`src/design/tltc_pkg.sv`:
```
// ----------------------------------------------------------------------------
// tltc_pkg
// Shared constants, codes and controller/datapath handshake types for the
// tank level and temperature controller.
// ----------------------------------------------------------------------------
package tltc_pkg;

  // default width of the tick counter and the stored press times
  localparam int TICK_WIDTH_DEF = 32;

  // command codes of an input transaction
  localparam logic [2:0] CMD_TICK = 3'd0;
  localparam logic [2:0] CMD_DIST = 3'd1;
  localparam logic [2:0] CMD_TEMP = 3'd2;
  localparam logic [2:0] CMD_DEC  = 3'd3;
  localparam logic [2:0] CMD_INC  = 3'd4;
  localparam logic [2:0] CMD_MODE = 3'd5;

  // status codes of a result transaction
  localparam logic [1:0] ST_OK       = 2'd0;
  localparam logic [1:0] ST_REJECT   = 2'd1;
  localparam logic [1:0] ST_DEBOUNCE = 2'd2;
  localparam logic [1:0] ST_BOUND    = 2'd3;

  // configuration register indexes
  localparam logic [2:0] REG_TANK_HEIGHT = 3'd0;
  localparam logic [2:0] REG_NEAR_FULL   = 3'd1;
  localparam logic [2:0] REG_BONUS       = 3'd2;
  localparam logic [2:0] REG_MARGIN      = 3'd3;
  localparam logic [2:0] REG_DEBOUNCE    = 3'd4;
  localparam logic [2:0] REG_TEMP_MIN    = 3'd5;
  localparam logic [2:0] REG_TEMP_MAX    = 3'd6;

  // configuration reset values
  localparam logic [11:0] RST_TANK_HEIGHT = 12'd135;
  localparam logic [11:0] RST_NEAR_FULL   = 12'd35;
  localparam logic [6:0]  RST_BONUS       = 7'd25;
  localparam logic [11:0] RST_MARGIN      = 12'd100;
  localparam logic [15:0] RST_DEBOUNCE    = 16'd200;
  localparam logic [11:0] RST_TEMP_MIN    = 12'hF60;  // -160
  localparam logic [11:0] RST_TEMP_MAX    = 12'd800;

  // limit bounds and steps
  localparam logic [6:0] LEVEL_MIN  = 7'd10;
  localparam logic [6:0] LEVEL_MAX  = 7'd100;
  localparam logic [6:0] LEVEL_STEP = 7'd5;
  localparam logic [5:0] TEMP_LMIN  = 6'd10;
  localparam logic [5:0] TEMP_LMAX  = 6'd50;
  localparam logic [5:0] TEMP_STEP  = 6'd1;
  localparam logic [6:0] PCT_FULL   = 7'd100;

  // quotient bits of the fill division (quotient stays below 128)
  localparam logic [2:0] DIV_LAST_BIT = 3'd6;

  // controller to datapath commands
  typedef struct packed {
    logic       latch;     // capture the input transaction
    logic       eval;      // form numerator and divisor products
    logic       div_step;  // one restoring division step
    logic [2:0] div_bit;   // quotient bit of this step
    logic       commit;    // update state and present the result
  } dp_cmd_t;

  // datapath to controller status
  typedef struct packed {
    logic need_div;  // accepted distance sample needs the divider
  } dp_stat_t;

endpackage

```
`src/design/tltc_in_if.sv`:
```
// ----------------------------------------------------------------------------
// tltc_in_if
// Input event channel: valid/ready handshake with the event payload.
// ----------------------------------------------------------------------------
interface tltc_in_if;
  logic               valid;
  logic               ready;
  logic [2:0]         cmd;
  logic [15:0]        distance_mm;
  logic               sample_failed;
  logic signed [11:0] temp_sixteenths;

  modport source (output valid, output cmd, output distance_mm, output sample_failed,
                  output temp_sixteenths, input ready);
  modport sink (input valid, input cmd, input distance_mm, input sample_failed,
                input temp_sixteenths, output ready);
endinterface

```
`src/design/tltc_out_if.sv`:
```
// ----------------------------------------------------------------------------
// tltc_out_if
// Result channel: valid/ready handshake with the controller outputs.
// ----------------------------------------------------------------------------
interface tltc_out_if;
  logic       valid;
  logic       ready;
  logic       pump_on;
  logic       heater_on;
  logic [6:0] fill_percent;
  logic [6:0] level_setpoint;
  logic [5:0] temp_setpoint;
  logic       adjust_temperature;
  logic [1:0] status;

  modport source (output valid, output pump_on, output heater_on, output fill_percent,
                  output level_setpoint, output temp_setpoint,
                  output adjust_temperature, output status, input ready);
  modport sink (input valid, input pump_on, input heater_on, input fill_percent,
                input level_setpoint, input temp_setpoint,
                input adjust_temperature, input status, output ready);
endinterface

```
`src/design/tltc_cfg_if.sv`:
```
// ----------------------------------------------------------------------------
// tltc_cfg_if
// Configuration write channel: valid/ready with register index and data.
// ----------------------------------------------------------------------------
interface tltc_cfg_if;
  logic        valid;
  logic        ready;
  logic [2:0]  index;
  logic [15:0] data;

  modport source (output valid, output index, output data, input ready);
  modport sink (input valid, input index, input data, output ready);
endinterface

```
`src/design/tltc_ctrl.sv`:
```
// ----------------------------------------------------------------------------
// tltc_ctrl
// Sequencer: accepts one transaction, runs the divider when needed, commits
// the result into the output register and holds it until taken.
// ----------------------------------------------------------------------------
module tltc_ctrl (
  input  logic               clk,
  input  logic               rst_n,
  input  logic               in_valid,
  output logic               in_ready,
  output logic               out_valid,
  input  logic               out_ready,
  input  tltc_pkg::dp_stat_t stat,
  output tltc_pkg::dp_cmd_t  cmd
);

  typedef enum logic [3:0] {
    S_IDLE = 4'b0001,
    S_EVAL = 4'b0010,
    S_DIV  = 4'b0100,
    S_FIN  = 4'b1000
  } state_t;

  state_t     state_r, state_nxt;
  logic [2:0] cnt_r, cnt_nxt;
  logic       out_valid_r, out_valid_nxt;
  logic       out_free;

  assign in_ready  = (state_r == S_IDLE);
  assign out_valid = out_valid_r;
  assign out_free  = !out_valid_r || out_ready;

  // next state and datapath commands
  always_comb begin
    state_nxt    = state_r;
    cnt_nxt      = cnt_r;
    cmd.latch    = 1'b0;
    cmd.eval     = 1'b0;
    cmd.div_step = 1'b0;
    cmd.div_bit  = tltc_pkg::DIV_LAST_BIT - cnt_r;
    cmd.commit   = 1'b0;
    unique case (state_r)
      S_IDLE: begin
        if (in_valid) begin
          cmd.latch = 1'b1;
          state_nxt = S_EVAL;
        end
      end
      S_EVAL: begin
        cmd.eval = 1'b1;
        cnt_nxt  = 3'd0;
        state_nxt = stat.need_div ? S_DIV : S_FIN;
      end
      S_DIV: begin
        cmd.div_step = 1'b1;
        cnt_nxt      = cnt_r + 3'd1;
        if (cnt_r == tltc_pkg::DIV_LAST_BIT) begin
          state_nxt = S_FIN;
        end
      end
      S_FIN: begin
        if (out_free) begin
          cmd.commit = 1'b1;
          state_nxt  = S_IDLE;
        end
      end
      default: state_nxt = S_IDLE;
    endcase
  end

  // hold the result valid until the sink takes it
  always_comb begin
    if (cmd.commit) begin
      out_valid_nxt = 1'b1;
    end else if (out_ready) begin
      out_valid_nxt = 1'b0;
    end else begin
      out_valid_nxt = out_valid_r;
    end
  end

  always_ff @(posedge clk) begin
    if (!rst_n) begin
      state_r     <= S_IDLE;
      cnt_r       <= 3'd0;
      out_valid_r <= 1'b0;
    end else begin
      state_r     <= state_nxt;
      cnt_r       <= cnt_nxt;
      out_valid_r <= out_valid_nxt;
    end
  end

endmodule

```
`src/design/tltc_dp.sv`:
```
// ----------------------------------------------------------------------------
// tltc_dp
// Datapath: configuration registers, controller state, fill percentage
// products with a restoring divider, and the per-event update logic.
// ----------------------------------------------------------------------------
module tltc_dp #(
  parameter int TICK_WIDTH = tltc_pkg::TICK_WIDTH_DEF
) (
  input  logic               clk,
  input  logic               rst_n,
  input  tltc_pkg::dp_cmd_t  cmd,
  output tltc_pkg::dp_stat_t stat,
  // configuration writes
  input  logic               cfg_we,
  input  logic [2:0]         cfg_index,
  input  logic [15:0]        cfg_data,
  // input transaction payload
  input  logic [2:0]         in_cmd,
  input  logic [15:0]        in_distance_mm,
  input  logic               in_sample_failed,
  input  logic signed [11:0] in_temp_sixteenths,
  // result payload
  output logic               pump_on,
  output logic               heater_on,
  output logic [6:0]         fill_percent,
  output logic [6:0]         level_setpoint,
  output logic [5:0]         temp_setpoint,
  output logic               adjust_temperature,
  output logic [1:0]         status
);

  // configuration registers
  logic [11:0] height_r, near_full_r, margin_r;
  logic [6:0]  bonus_r;
  logic [15:0] debounce_r;
  logic [11:0] tmin_r, tmax_r;

  // controller state
  logic [TICK_WIDTH-1:0] tick_r, tick_nxt;
  logic [TICK_WIDTH-1:0] press_r [3];
  logic [6:0]            level_r, level_nxt;
  logic [5:0]            tlim_r, tlim_nxt;
  logic                  mode_r, mode_nxt;
  logic                  pump_r, pump_nxt;
  logic                  heater_r, heater_nxt;
  logic [6:0]            pct_r, pct_nxt;
  logic [1:0]            status_r, status_nxt;

  // captured transaction and divider registers
  logic [2:0]         cmd_r;
  logic [15:0]        dist_r;
  logic               fail_r;
  logic signed [11:0] temp_r;
  logic signed [24:0] num_r;
  logic [24:0]        rem_r;
  logic [18:0]        h100_r;
  logic [6:0]         quo_r;

  // combinational helpers
  logic [11:0]        h_eff;
  logic               reject;
  logic [17:0]        diff;
  logic signed [24:0] diff_ext, num_nxt;
  logic [18:0]        bonus_h;
  logic [24:0]        trial;
  logic [6:0]         pct_calc;
  logic signed [12:0] t_ext, tmin_ext, tmax_ext, tlim16;
  logic [1:0]         btn;
  logic [TICK_WIDTH-1:0] elapsed;
  logic               press_ok, press_we;

  // height of zero counts as one
  assign h_eff  = (height_r == 12'd0) ? 12'd1 : height_r;
  assign reject = ({1'b0, dist_r} > ({5'b0, h_eff} + {5'b0, margin_r}));
  assign stat.need_div = (cmd_r == tltc_pkg::CMD_DIST) && !fail_r && !reject;

  // numerator (h - d) * 100 plus the near-full bonus
  assign diff     = {6'b0, h_eff} - {2'b0, dist_r};
  assign diff_ext = {{7{diff[17]}}, diff};
  assign bonus_h  = 19'(bonus_r) * 19'(h_eff);
  always_comb begin
    num_nxt = diff_ext * 25'sd100;
    if (dist_r < {4'b0, near_full_r}) begin
      num_nxt = num_nxt + $signed({6'b0, bonus_h});
    end
  end

  // divisor aligned to the current quotient bit
  assign trial = {13'b0, h_eff} << cmd.div_bit;

  // clamp the quotient to 0..100
  always_comb begin
    if (num_r <= 25'sd0) begin
      pct_calc = 7'd0;
    end else if (num_r >= $signed({6'b0, h100_r})) begin
      pct_calc = tltc_pkg::PCT_FULL;
    end else begin
      pct_calc = quo_r;
    end
  end

  // temperature comparisons, all signed
  assign t_ext    = {temp_r[11], temp_r};
  assign tmin_ext = {tmin_r[11], tmin_r};
  assign tmax_ext = {tmax_r[11], tmax_r};
  assign tlim16   = $signed({3'b000, tlim_r, 4'b0000});

  // button select and debounce
  always_comb begin
    unique case (cmd_r)
      tltc_pkg::CMD_INC:  btn = 2'd1;
      tltc_pkg::CMD_MODE: btn = 2'd2;
      default:            btn = 2'd0;
    endcase
  end
  assign elapsed  = tick_r - press_r[btn];
  assign press_ok = (elapsed >= TICK_WIDTH'(debounce_r));

  // per-event state update
  always_comb begin
    tick_nxt   = tick_r;
    level_nxt  = level_r;
    tlim_nxt   = tlim_r;
    mode_nxt   = mode_r;
    pump_nxt   = pump_r;
    heater_nxt = heater_r;
    pct_nxt    = pct_r;
    status_nxt = tltc_pkg::ST_OK;
    press_we   = 1'b0;
    unique case (cmd_r)
      tltc_pkg::CMD_TICK: tick_nxt = tick_r + TICK_WIDTH'(1);
      tltc_pkg::CMD_DIST: begin
        if (fail_r) begin
          status_nxt = tltc_pkg::ST_REJECT;
        end else if (reject) begin
          pump_nxt   = 1'b0;
          status_nxt = tltc_pkg::ST_REJECT;
        end else begin
          pct_nxt  = pct_calc;
          pump_nxt = (pct_calc < level_r);
        end
      end
      tltc_pkg::CMD_TEMP: begin
        if ((t_ext < tmin_ext) || (t_ext > tmax_ext)) begin
          status_nxt = tltc_pkg::ST_REJECT;
        end else begin
          heater_nxt = (t_ext < tlim16);
        end
      end
      tltc_pkg::CMD_DEC, tltc_pkg::CMD_INC, tltc_pkg::CMD_MODE: begin
        if (!press_ok) begin
          status_nxt = tltc_pkg::ST_DEBOUNCE;
        end else begin
          press_we = 1'b1;
          if (cmd_r == tltc_pkg::CMD_MODE) begin
            mode_nxt = !mode_r;
          end else if (cmd_r == tltc_pkg::CMD_DEC) begin
            if (mode_r) begin
              if (tlim_r <= tltc_pkg::TEMP_LMIN) status_nxt = tltc_pkg::ST_BOUND;
              else tlim_nxt = tlim_r - tltc_pkg::TEMP_STEP;
            end else begin
              if (level_r <= tltc_pkg::LEVEL_MIN) status_nxt = tltc_pkg::ST_BOUND;
              else level_nxt = level_r - tltc_pkg::LEVEL_STEP;
            end
          end else begin
            if (mode_r) begin
              if (tlim_r >= tltc_pkg::TEMP_LMAX) status_nxt = tltc_pkg::ST_BOUND;
              else tlim_nxt = tlim_r + tltc_pkg::TEMP_STEP;
            end else begin
              if (level_r >= tltc_pkg::LEVEL_MAX) status_nxt = tltc_pkg::ST_BOUND;
              else level_nxt = level_r + tltc_pkg::LEVEL_STEP;
            end
          end
        end
      end
      default: ;
    endcase
  end

  // configuration and controller state
  always_ff @(posedge clk) begin
    if (!rst_n) begin
      height_r    <= tltc_pkg::RST_TANK_HEIGHT;
      near_full_r <= tltc_pkg::RST_NEAR_FULL;
      bonus_r     <= tltc_pkg::RST_BONUS;
      margin_r    <= tltc_pkg::RST_MARGIN;
      debounce_r  <= tltc_pkg::RST_DEBOUNCE;
      tmin_r      <= tltc_pkg::RST_TEMP_MIN;
      tmax_r      <= tltc_pkg::RST_TEMP_MAX;
      tick_r      <= '0;
      press_r[0]  <= '0;
      press_r[1]  <= '0;
      press_r[2]  <= '0;
      level_r     <= tltc_pkg::LEVEL_MAX;
      tlim_r      <= tltc_pkg::TEMP_LMIN;
      mode_r      <= 1'b0;
      pump_r      <= 1'b0;
      heater_r    <= 1'b0;
      pct_r       <= 7'd0;
      status_r    <= tltc_pkg::ST_OK;
    end else begin
      if (cfg_we) begin
        unique case (cfg_index)
          tltc_pkg::REG_TANK_HEIGHT: height_r    <= cfg_data[11:0];
          tltc_pkg::REG_NEAR_FULL:   near_full_r <= cfg_data[11:0];
          tltc_pkg::REG_BONUS:       bonus_r     <= cfg_data[6:0];
          tltc_pkg::REG_MARGIN:      margin_r    <= cfg_data[11:0];
          tltc_pkg::REG_DEBOUNCE:    debounce_r  <= cfg_data;
          tltc_pkg::REG_TEMP_MIN:    tmin_r      <= cfg_data[11:0];
          tltc_pkg::REG_TEMP_MAX:    tmax_r      <= cfg_data[11:0];
          default: ;
        endcase
      end
      if (cmd.commit) begin
        tick_r   <= tick_nxt;
        level_r  <= level_nxt;
        tlim_r   <= tlim_nxt;
        mode_r   <= mode_nxt;
        pump_r   <= pump_nxt;
        heater_r <= heater_nxt;
        pct_r    <= pct_nxt;
        status_r <= status_nxt;
        if (press_we) begin
          press_r[btn] <= tick_r;
        end
      end
    end
  end

  // transaction capture, products and restoring division
  always_ff @(posedge clk) begin
    if (cmd.latch) begin
      cmd_r  <= in_cmd;
      dist_r <= in_distance_mm;
      fail_r <= in_sample_failed;
      temp_r <= in_temp_sixteenths;
    end
    if (cmd.eval) begin
      num_r  <= num_nxt;
      rem_r  <= num_nxt;
      h100_r <= 19'(h_eff) * 19'd100;
      quo_r  <= 7'd0;
    end
    if (cmd.div_step && (rem_r >= trial)) begin
      rem_r              <= rem_r - trial;
      quo_r[cmd.div_bit] <= 1'b1;
    end
  end

  // result payload shows the state after the last committed transaction
  assign pump_on            = pump_r;
  assign heater_on          = heater_r;
  assign fill_percent       = pct_r;
  assign level_setpoint     = level_r;
  assign temp_setpoint      = tlim_r;
  assign adjust_temperature = mode_r;
  assign status             = status_r;

endmodule

```
`src/design/tank_level_temp_controller_core.sv`:
```
// ----------------------------------------------------------------------------
// tank_level_temp_controller_core
// A distance sample that reaches the divider passes S_EVAL, the seven steps
// of the restoring fill divider in S_DIV, and S_FIN; any other transaction
// goes from S_EVAL to S_FIN. One transaction is taken at a time; S_FIN waits
// for the output to be free. The result register frees the input side.
// Reset (synchronous, rst_n low) restores configuration and state to defaults.
// ----------------------------------------------------------------------------
module tank_level_temp_controller_core #(
  parameter int TICK_WIDTH = tltc_pkg::TICK_WIDTH_DEF
) (
  input logic        clk,
  input logic        rst_n,
  tltc_in_if.sink    in_ch,
  tltc_out_if.source out_ch,
  tltc_cfg_if.sink   cfg_ch
);

  tltc_pkg::dp_cmd_t  dp_cmd;
  tltc_pkg::dp_stat_t dp_stat;

  // configuration writes are always taken
  assign cfg_ch.ready = 1'b1;

  tltc_ctrl u_ctrl (
    .clk       (clk),
    .rst_n     (rst_n),
    .in_valid  (in_ch.valid),
    .in_ready  (in_ch.ready),
    .out_valid (out_ch.valid),
    .out_ready (out_ch.ready),
    .stat      (dp_stat),
    .cmd       (dp_cmd)
  );

  tltc_dp #(
    .TICK_WIDTH (TICK_WIDTH)
  ) u_dp (
    .clk                (clk),
    .rst_n              (rst_n),
    .cmd                (dp_cmd),
    .stat               (dp_stat),
    .cfg_we             (cfg_ch.valid),
    .cfg_index          (cfg_ch.index),
    .cfg_data           (cfg_ch.data),
    .in_cmd             (in_ch.cmd),
    .in_distance_mm     (in_ch.distance_mm),
    .in_sample_failed   (in_ch.sample_failed),
    .in_temp_sixteenths (in_ch.temp_sixteenths),
    .pump_on            (out_ch.pump_on),
    .heater_on          (out_ch.heater_on),
    .fill_percent       (out_ch.fill_percent),
    .level_setpoint     (out_ch.level_setpoint),
    .temp_setpoint      (out_ch.temp_setpoint),
    .adjust_temperature (out_ch.adjust_temperature),
    .status             (out_ch.status)
  );

`ifndef ASSERT_OFF
  // one transaction at a time: no acceptance right after an acceptance
  a_one_in_flight: assert property (@(posedge clk) disable iff (!rst_n)
    (in_ch.valid && in_ch.ready) |=> !in_ch.ready)
    else $error("input accepted while a transaction is in flight");

  // a commit always presents a result
  a_commit_valid: assert property (@(posedge clk) disable iff (!rst_n)
    dp_cmd.commit |=> out_ch.valid)
    else $error("commit without a valid result");

  // fill percentage stays clamped
  a_pct_range: assert property (@(posedge clk) disable iff (!rst_n)
    out_ch.valid |-> (out_ch.fill_percent <= tltc_pkg::PCT_FULL))
    else $error("fill percentage above full");

  // limits stay within their bounds
  a_limit_range: assert property (@(posedge clk) disable iff (!rst_n)
    out_ch.valid |-> ((out_ch.level_setpoint >= tltc_pkg::LEVEL_MIN) &&
                      (out_ch.level_setpoint <= tltc_pkg::LEVEL_MAX) &&
                      (out_ch.temp_setpoint >= tltc_pkg::TEMP_LMIN) &&
                      (out_ch.temp_setpoint <= tltc_pkg::TEMP_LMAX)))
    else $error("limit out of bounds");
`endif

endmodule
```
`src/flat_wrapper.sv`:
```
// flat-port wrapper written by rule: the top's interface ports become plain ports
module tank_level_temp_controller_core_flat 
#(
  parameter int TICK_WIDTH = tltc_pkg::TICK_WIDTH_DEF
)
  (clk, rst_n, in_ch_valid, in_ch_cmd, in_ch_distance_mm, in_ch_sample_failed, in_ch_temp_sixteenths, in_ch_ready, out_ch_valid, out_ch_pump_on, out_ch_heater_on, out_ch_fill_percent, out_ch_level_setpoint, out_ch_temp_setpoint, out_ch_adjust_temperature, out_ch_status, out_ch_ready, cfg_ch_valid, cfg_ch_index, cfg_ch_data, cfg_ch_ready);
  tltc_in_if in_ch_i ();
  tltc_out_if out_ch_i ();
  tltc_cfg_if cfg_ch_i ();
  input logic clk;
  input logic rst_n;
  input wire logic [$bits(in_ch_i.valid)-1:0] in_ch_valid;
  input wire logic [$bits(in_ch_i.cmd)-1:0] in_ch_cmd;
  input wire logic [$bits(in_ch_i.distance_mm)-1:0] in_ch_distance_mm;
  input wire logic [$bits(in_ch_i.sample_failed)-1:0] in_ch_sample_failed;
  input wire logic [$bits(in_ch_i.temp_sixteenths)-1:0] in_ch_temp_sixteenths;
  output wire logic [$bits(in_ch_i.ready)-1:0] in_ch_ready;
  output wire logic [$bits(out_ch_i.valid)-1:0] out_ch_valid;
  output wire logic [$bits(out_ch_i.pump_on)-1:0] out_ch_pump_on;
  output wire logic [$bits(out_ch_i.heater_on)-1:0] out_ch_heater_on;
  output wire logic [$bits(out_ch_i.fill_percent)-1:0] out_ch_fill_percent;
  output wire logic [$bits(out_ch_i.level_setpoint)-1:0] out_ch_level_setpoint;
  output wire logic [$bits(out_ch_i.temp_setpoint)-1:0] out_ch_temp_setpoint;
  output wire logic [$bits(out_ch_i.adjust_temperature)-1:0] out_ch_adjust_temperature;
  output wire logic [$bits(out_ch_i.status)-1:0] out_ch_status;
  input wire logic [$bits(out_ch_i.ready)-1:0] out_ch_ready;
  input wire logic [$bits(cfg_ch_i.valid)-1:0] cfg_ch_valid;
  input wire logic [$bits(cfg_ch_i.index)-1:0] cfg_ch_index;
  input wire logic [$bits(cfg_ch_i.data)-1:0] cfg_ch_data;
  output wire logic [$bits(cfg_ch_i.ready)-1:0] cfg_ch_ready;
  assign in_ch_i.valid = in_ch_valid;
  assign in_ch_i.cmd = in_ch_cmd;
  assign in_ch_i.distance_mm = in_ch_distance_mm;
  assign in_ch_i.sample_failed = in_ch_sample_failed;
  assign in_ch_i.temp_sixteenths = in_ch_temp_sixteenths;
  assign in_ch_ready = in_ch_i.ready;
  assign out_ch_valid = out_ch_i.valid;
  assign out_ch_pump_on = out_ch_i.pump_on;
  assign out_ch_heater_on = out_ch_i.heater_on;
  assign out_ch_fill_percent = out_ch_i.fill_percent;
  assign out_ch_level_setpoint = out_ch_i.level_setpoint;
  assign out_ch_temp_setpoint = out_ch_i.temp_setpoint;
  assign out_ch_adjust_temperature = out_ch_i.adjust_temperature;
  assign out_ch_status = out_ch_i.status;
  assign out_ch_i.ready = out_ch_ready;
  assign cfg_ch_i.valid = cfg_ch_valid;
  assign cfg_ch_i.index = cfg_ch_index;
  assign cfg_ch_i.data = cfg_ch_data;
  assign cfg_ch_ready = cfg_ch_i.ready;
  tank_level_temp_controller_core #(.TICK_WIDTH(TICK_WIDTH)) u_core (.clk(clk), .rst_n(rst_n), .in_ch(in_ch_i), .out_ch(out_ch_i), .cfg_ch(cfg_ch_i));
endmodule
```
`config.mk`:
```
export PLATFORM = sky130hd
export DESIGN_NAME = tank_level_temp_controller_core_flat
export DESIGN_NICKNAME = d
export VERILOG_FILES = /design/src/design/tltc_pkg.sv /design/src/design/tltc_in_if.sv /design/src/design/tltc_out_if.sv /design/src/design/tltc_cfg_if.sv /design/src/design/tltc_ctrl.sv /design/src/design/tltc_dp.sv /design/src/design/tank_level_temp_controller_core.sv /design/src/flat_wrapper.sv
export SDC_FILE = /design/constraint.sdc
export NUM_CORES = 1
export LEC_CHECK = 0
export ABC_AREA = 1
export BUFFER_PORTS_ARGS = -buffer_cell sky130_fd_sc_hd__buf_2
export CELL_PAD_IN_SITES_DETAIL_PLACEMENT = 1
export CELL_PAD_IN_SITES_GLOBAL_PLACEMENT = 1
export CORE_MARGIN = 2
export CORE_UTILIZATION = 52
export DETAILED_ROUTE_END_ITERATION = 12
export MAX_ROUTING_LAYER = met4
export PLACE_DENSITY = 0.95
export REMOVE_ABC_BUFFERS = 1
export SETUP_SLACK_MARGIN = 0.5
export SLEW_MARGIN = 10
export SYNTH_ARGS = -nofsm -noshare
export SYNTH_HDL_FRONTEND = slang
export SYNTH_SLANG_ARGS = --single-unit
```
`constraint.sdc`:
```
create_clock -name clk -period 14.3 [get_ports clk]
set_clock_uncertainty 0.15 [all_clocks]
set_input_delay 1.43 -clock clk [delete_from_list [all_inputs] [get_ports clk]]
set_output_delay 1.43 -clock clk [all_outputs]
set_load 0.05 [all_outputs]
```
# Word-level counts from Yosys, hierarchy flattened
# Memory sizes are Yosys's and may differ from the RTL's.
# Index checks and enable logic that the tools add are counted.
# totals
memories,1
latch_bits,0
output_inout_bits,28
ramBits,96
regBits,254
word_cells,180
rom_bits,0
inputBits,56
# op_classes
n_reduce_logical,33
n_addsub,12
order_cmp,16
mul,3
mux,59
n_shift,1
eq_ne,23
n_bitwise,6
div_mod_pow,0
# memory_table
memory,words,word_bits,read_ports,rd_clocked_by_memory_dff,write_ports,line_no,rtl
u_core.u_dp.press_r,3,32,1,0,3,tltc_dp.sv:40,logic [TICK_WIDTH-1:0] press_r [3];
# ops
cell,count
2-to-1 mux 25 bit,3
2-to-1 mux 7 bit,9
adder 32 x 1 -> 32 bit (second input constant),1
greater-or-equal comparator 32 x 16 -> 1 bit,1
2-to-1 mux 32 bit,1
OR reduction 32 bit,1
subtractor 32 bit,1
2-to-1 mux 6 bit,5
adder 25 x 20 -> 25 bit,1
greater-or-equal comparator 25 x 20 -> 1 bit,1
greater-or-equal comparator 25 bit,1
less-or-equal comparator 25 x 1 -> 1 bit (second input constant),1
<< shifter 12 x 3 -> 25 bit,1
subtractor 25 bit,1
multiplier 17 x 6 -> 23 bit (second input constant),1
2-to-1 mux 1 bit,21
2-to-1 mux 2 bit,10
multiplier 7 x 12 -> 19 bit,1
equality test 3 bit (second input constant),6
multiplier 12 x 5 -> 17 bit (second input constant),1
subtractor 12 x 16 -> 17 bit,1
> comparator 16 x 13 -> 1 bit,1
less-than comparator 16 x 12 -> 1 bit,1
2-to-1 mux 4 bit,4
43 further kinds,78

# Logic depth before layout (Yosys ltp)
# An unclocked memory read counts as a cell.
# depth
depth_word,13
ltp_mapped,40
depth_no_buf,37

# Modules after synthesis
# A second synthesis with hierarchy kept.
# unflattened
cells_unflattened,3579
area_unflattened_um2,27740.4
# by_module_without_submodules
module,cells_each,seq_area_each_um2,n_inst,area_each_um2
tltc_dp,3513,8798.4,1,27294.9
tltc_ctrl,64,160.2,1,434.2
tank_level_temp_controller_core,2,0.0,1,11.3

# Least setup slack after synthesis
# Ideal clock, no wire load.
# synth_path
path_kind,flip-flop to flip-flop
startpoint,register u_core.u_dp.height_r[10]
endpoint,"register u_core.u_dp.rem_r[19], data pin"
path_buffers,3
setup_time_ps,262
synth_period_minus_slack_ps,7511
stages_incl_launch_ff,40
required_ps,13888
path_slack_ps,6789
t_arrival_ps,7099
cell_sequence,dfxtp_1 clkbuf_1 inv_1 ha_1 inv_1 nor4_1 clkbuf_1 nor2_1 clkbuf_1 inv_1 nand2_1 fa_1 fa_1 inv_1 fa_1 inv_1 fa_1 inv_1 (+4 left out) o211ai_1 nand3_1 a31oi_1 a21boi_0 o21ai_0 xnor2_1 inv_1 ha_1 nand2_1 nor2_1 nand2_1 o311ai_0 inv_1 nor2_1 xor2_1 inv_1 nand2_1 o21ai_0
# synth_between
elab_chain_cells,8
word_cells_on_any_way,13
cone_classes,3 x add/sub; 2 x mul; 1 x order compare; 1 x shift; 4 x mux; 2 x reduce/logical
# synth_rtl
item,line_no,rtl
from (decl),tltc_dp.sv:33,"logic [11:0] height_r, near_full_r, margin_r;"
from (signal assigned),tltc_dp.sv:183,height_r <= tltc_pkg::RST_TANK_HEIGHT;
from (signal assigned),tltc_dp.sv:204,tltc_pkg::REG_TANK_HEIGHT: height_r <= cfg_data[11:0];
zero test 12 bit (*),tltc_dp.sv:73,assign h_eff = (height_r == 12'd0) ? 12'd1 : height_r;
2-to-1 mux 12 bit (*),tltc_dp.sv:73,
via u_core.u_dp.h_eff[0],tltc_dp.sv:60,logic [11:0] h_eff;
subtractor 12 x 16 -> 17 bit,tltc_dp.sv:78,"assign diff = {6'b0, h_eff} - {2'b0, dist_r};"
multiplier 17 x 6 -> 23 bit,tltc_dp.sv:82,num_nxt = diff_ext * 25'sd100;
adder 25 x 20 -> 25 bit,tltc_dp.sv:84,"num_nxt = num_nxt + $signed({6'b0, bonus_h});"
2-to-1 mux 25 bit (*),tltc_dp.sv:83,"if (dist_r < {4'b0, near_full_r}) begin"
via u_core.u_dp.num_nxt[19],tltc_dp.sv:63,"logic signed [24:0] diff_ext, num_nxt;"
2-to-1 mux 25 bit (*),tltc_dp.sv:238,if (cmd.eval) begin
2-to-1 mux 25 bit (*),tltc_dp.sv:244,if (cmd.div_step && (rem_r >= trial)) begin
to (signal assigned),tltc_dp.sv:240,rem_r <= num_nxt;
to (signal assigned),tltc_dp.sv:245,rem_r <= rem_r - trial;
to (decl),tltc_dp.sv:55,logic [24:0] rem_r;
# Mark *: on every way through the listed nets, which the timed path passes. The rest lies on a longest branch. The select of a mux whose other input is x is not followed.
# A chain may end at the register's enable or synchronous reset.

# Worst setup path in the final report
# Same ends and word-level chain as after synthesis.

==> results.md <==
Pwr:
- The total power consumption of the routed design is 5.156 mW.
- The leakage power is 14.70 nW.
- The peak supply drop is between 0.00015 and 0.0002 V.
- For this design the ratio of total power to cell area is 169.1 nW/um^2.

Layout:
- The utilization after layout is 56.99%.
- The total number of nets in the final design is approximately 4,200.
- The share of layout cells above drive strength 1 is roughly 5.7%.
- From synthesis to final layout, the design area changed by 8.967%.

Setup path:
- For the worst setup path, the data arrival time is around 9.3 ns.
- The largest single stage delay on the critical path is 0.67 ns.
- The critical path is of the flip-flop to flip-flop type.
- The slowest stage of the critical path is the dfxtp_1 cell.
- The sort of element at the end of the critical path is a flip-flop.
- For the worst setup path, the data required time is 14.46 ns.
- The slack of the worst reg-to-reg path is 5.17 ns.
- Along the worst path, the maximum fanout reaches 11.
- For the worst flop-to-flop path, the logic depth is 35.
- The most numerous cell type found on the critical path is inv_1.
- The worst register-to-register path ends at u_core.u_dp.rem_r[19].
- The startpoint kind of the worst setup timing path is a flip-flop.
- The launching point of the worst reg2reg path is u_core.u_dp.height_r[10].

Yosys:
- The post-synth design cell area is 27,980 um^2.
- The netlist uses between 50 and 60 different library cells.
- Of all flip-flops after synthesis, the portion carrying an async set or reset was 0%.
- Yosys instantiated no cell more often than nand2_1.
- The portion of the post-synthesis area used by sequential elements is 32.02%.
- Among all flip-flop cells after synthesis, the most frequent one is edfxtp_1.
- After synthesis the netlist holds a flip-flop and latch count of 350.
- The share of the synthesized area in the top cell type is between 20% and 30%.
- Synthesis handed over a netlist of 3,656 instances.
- Ranked by total cell area, the synthesized netlist is headed by edfxtp_1, ha_1, dfxtp_1.
- The top cell type by total area after synthesis is edfxtp_1.
- The number of enable-type register cells in the synthesized netlist is 195.
- For this run, the number of Yosys warnings is 0.
- A synthesized cell averages 7.652 um^2.
- Sorting the synthesized cells by how often they occur yields nand2_1, inv_1, nor2_1.

STA:
- The post-layout minimum cycle time is 9.132 ns.
- The final count of pins violating max slew was 0.
- The final count of negative-setup-slack endpoints is 0.
- Setup repair after global routing left no endpoint under its margin.
- Setup slack on the critical path of the routed design comes to 5.168 ns.
- The final count of hold timing violations is 0.
- The final critical path takes up 63.86% of the cycle.
- For the pin with the worst max-slew slack, the measured transition is approximately 1.3 ns.
- The worst hold slack across all endpoints is 0.3043 ns.
- In this run the tightest slew margin relative to its limit is 15.47%.
- Adding up every negative setup slack in the final design gives 0 ns.
- Derived from the worst setup path, the maximum achievable clock frequency is 0.1095 GHz.

Clock network:
- The master cell of the clock root buffer is clkbuf_16.
- The clock latency at the later pin of the worst-skew pair is 0.64 ns.
- TritonCTS built the clock tree.
- The number of buffers inserted by post-CTS setup repair is 0.
- The H-tree was split into 2 levels.
- The number of gates resized after cts is 0.
- The clock buffer count from CTS is 42.
- The number of sinks driven by the clock tree is 350.
- Clock-pin slew was measured on the worst setup and hold paths at 0.07 ns.
- The hold buffer count at CTS is 0.
- No sink is reached through more buffers than the 3 on the longest clock path.

Place:
- The estimated wirelength of the detail-placed design is roughly 76,000 um.
- The count of input and output buffers is between 80 and 90.
- At the end of routability-driven placement, the weighted congestion stood at 0.9446.
- Prior to clock tree synthesis, the placed netlist has a worst setup slack of ~5.6 ns.

Floorplan:
- The I/O pin total is 84.
- The area of the die is 55,670 um^2.
- From left edge to right edge, the die measures between 200 and 250 um.
- Once the floorplan was initialized, standard cells occupied 52.30% of the core.
- The region available for standard cell placement spans between 50,000 and 60,000 um^2.
- The vertical extent of the die is roughly 240 um.
- The number of core rows is 85.

Detailed routing:
- The via density per instance is 6.387.
- The count of TritonRoute iterations in the first routing pass is 6.
- The via count is 28,500.
- The first routing iteration left 3,287 violations.
- In this run the remaining antenna-violating nets after routing total 0.
- Wires add up to 113,000 um.
- The number of remaining DRC errors is 0.
- The mean routed wirelength per cell is 25.33 um.

Flow run:
- The number of violations of the max-capacitance limit is 0.

Worst hold path:
- The type of the most critical hold path is flip-flop to flip-flop.
- The worst min-delay path endpoint is u_core.u_dp.quo_r[5].
- The number of cells on the worst hold path is 2.
- The startpoint identified for the worst hold timing path is u_core.u_dp.quo_r[5].

Global route:
- The global-route wire length before repair is around 170,000 um.
- Entering global routing, the biggest net connects 106 pins.
- The overall fraction of global-route tracks in use is between 40% and 50%.
- Summed over all layers, the global routing overflow is 0.
- The number of global-route vias before repair is 30,250.
- The initial antenna violation count came to 4.

Status:
- The flow ran to the end, and the final reports show no timing, DRC or antenna violations.
## critical path, delay by kind of cell, from the launching register on
family	cells	cell delay [ns]
adders and majority gates	7	2.86
and+or+nand+nor	11	1.87
DFF	1	0.67
buffers and inverters	8	1.10
xor gates and xnor gates	2	0.23
AOI/OAI and AO/OA	7	1.95
## kinds of logic after synthesis
family	share of synthesized area, %
compound gates	12.65
xor+xnor	4.133
fa+ha+maj	20.22
buf+inv	9.455
flops	32.02
mux	0.1431
other cells	0.01340
simple gates	21.37
## placed cells by master, fill, tap and decap left out, types with 7 or more instances in the layout
master,synthesis,routed
clkbuf_16,0,44
fa_1,75,75
nor2_2,9,9
inv_1,597,597
a21oi_1,293,293
dfxtp_1,155,155
edfxtp_1,195,195
nand4_1,28,28
nand2_1,770,770
xor2_1,86,86
nand2_2,8,8
o211ai_1,33,33
o21ai_0,215,215
nand3_1,131,131
xnor2_1,46,46
a22o_1,24,24
a31oi_1,10,10
or2_2,10,10
clkinv_1,8,12
o21a_1,7,7
a21o_1,14,14
nor2_1,396,395
buf_2,4,81
o21ai_1,7,7
nor4_1,11,11
buf_4,3,16
nor3_1,52,51
ha_1,332,332
clkbuf_1,52,11
## state kept, by name, indices dropped and copies added (netlist names), 2 cells and up
register,flops
u_core.u_dp.press_r,96
u_core.u_dp.num_r,25
u_core.u_ctrl.state_r,4
u_core.u_dp.tick_r,32
u_core.u_dp.bonus_r,7
u_core.u_dp.fill_percent,7
u_core.u_dp.margin_r,12
u_core.u_dp.cmd_r,3
u_core.u_ctrl.cnt_r,3
u_core.u_dp.debounce_r,16
u_core.u_dp.near_full_r,12
u_core.u_dp.h100_r,17
u_core.u_dp.height_r,12
u_core.u_dp.tmin_r,12
u_core.u_dp.quo_r,7
u_core.u_dp.tmax_r,12
u_core.u_dp.temp_setpoint,6
u_core.u_dp.level_setpoint,7
u_core.u_dp.temp_r,12
u_core.u_dp.status,2
u_core.u_dp.rem_r,25
u_core.u_dp.dist_r,16
## layer usage
layer,part of all wire [%],up-vias,GRT usage [%]
li1,-,12090,-
met1,37,13730,47.00
met2,46,1984,65.61
met3,10,708,8.672
met4,7.0,0,24.45
met5,0,-,-
## power by group
group	total (mW)	internal (mW)	switching (mW)	leakage, nW
Sequential	1.24	1.20	0.0381	3.15
Clock	1.16	0.642	0.514	0.686
Combinational	2.76	0.890	1.87	10.9
## stage by stage
step           instances  instance area (um^2)
2_1_floorplan       3587                 27630
3_3_place_gp        4380                 29040
3_5_place_dp        4380                 29040
4_1_cts             4458                 30470
5_1_grt             4463                 30480
6_report            4463                 30480
## worst max-delay path by stage
stage,start,endpoint,slack (ns)
4_1_cts,u_core.u_dp.height_r[10],u_core.u_dp.rem_r[19],5.36
2_1_floorplan,u_core.u_dp.height_r[10],u_core.u_dp.rem_r[19],6.35
5_1_grt,u_core.u_dp.height_r[10],u_core.u_dp.rem_r[19],4.53
6_report,u_core.u_dp.height_r[10],u_core.u_dp.rem_r[19],5.17
3_5_place_dp,u_core.u_dp.height_r[10],u_core.u_dp.rem_r[19],5.64
3_3_place_gp,u_core.u_dp.height_r[10],u_core.u_dp.rem_r[19],6.25
## area by class of cell
| class | instances | area (um^2) |
|---|---|---|
| inverter | 612 | 2302 |
| sequential | 350 | 8959 |
| tap | 696 | 870.8 |
| multi-input combinational | 2625 | 16380 |
| clock inverter | 21 | 260.3 |
| fill | 6690 | 23010 |
| clock buffer | 57 | 1170 |
| antenna | 5 | 12.51 |
| timing repair buffer | 97 | 525.5 |
No activity file was read; power rests on OpenSTA's default activity.
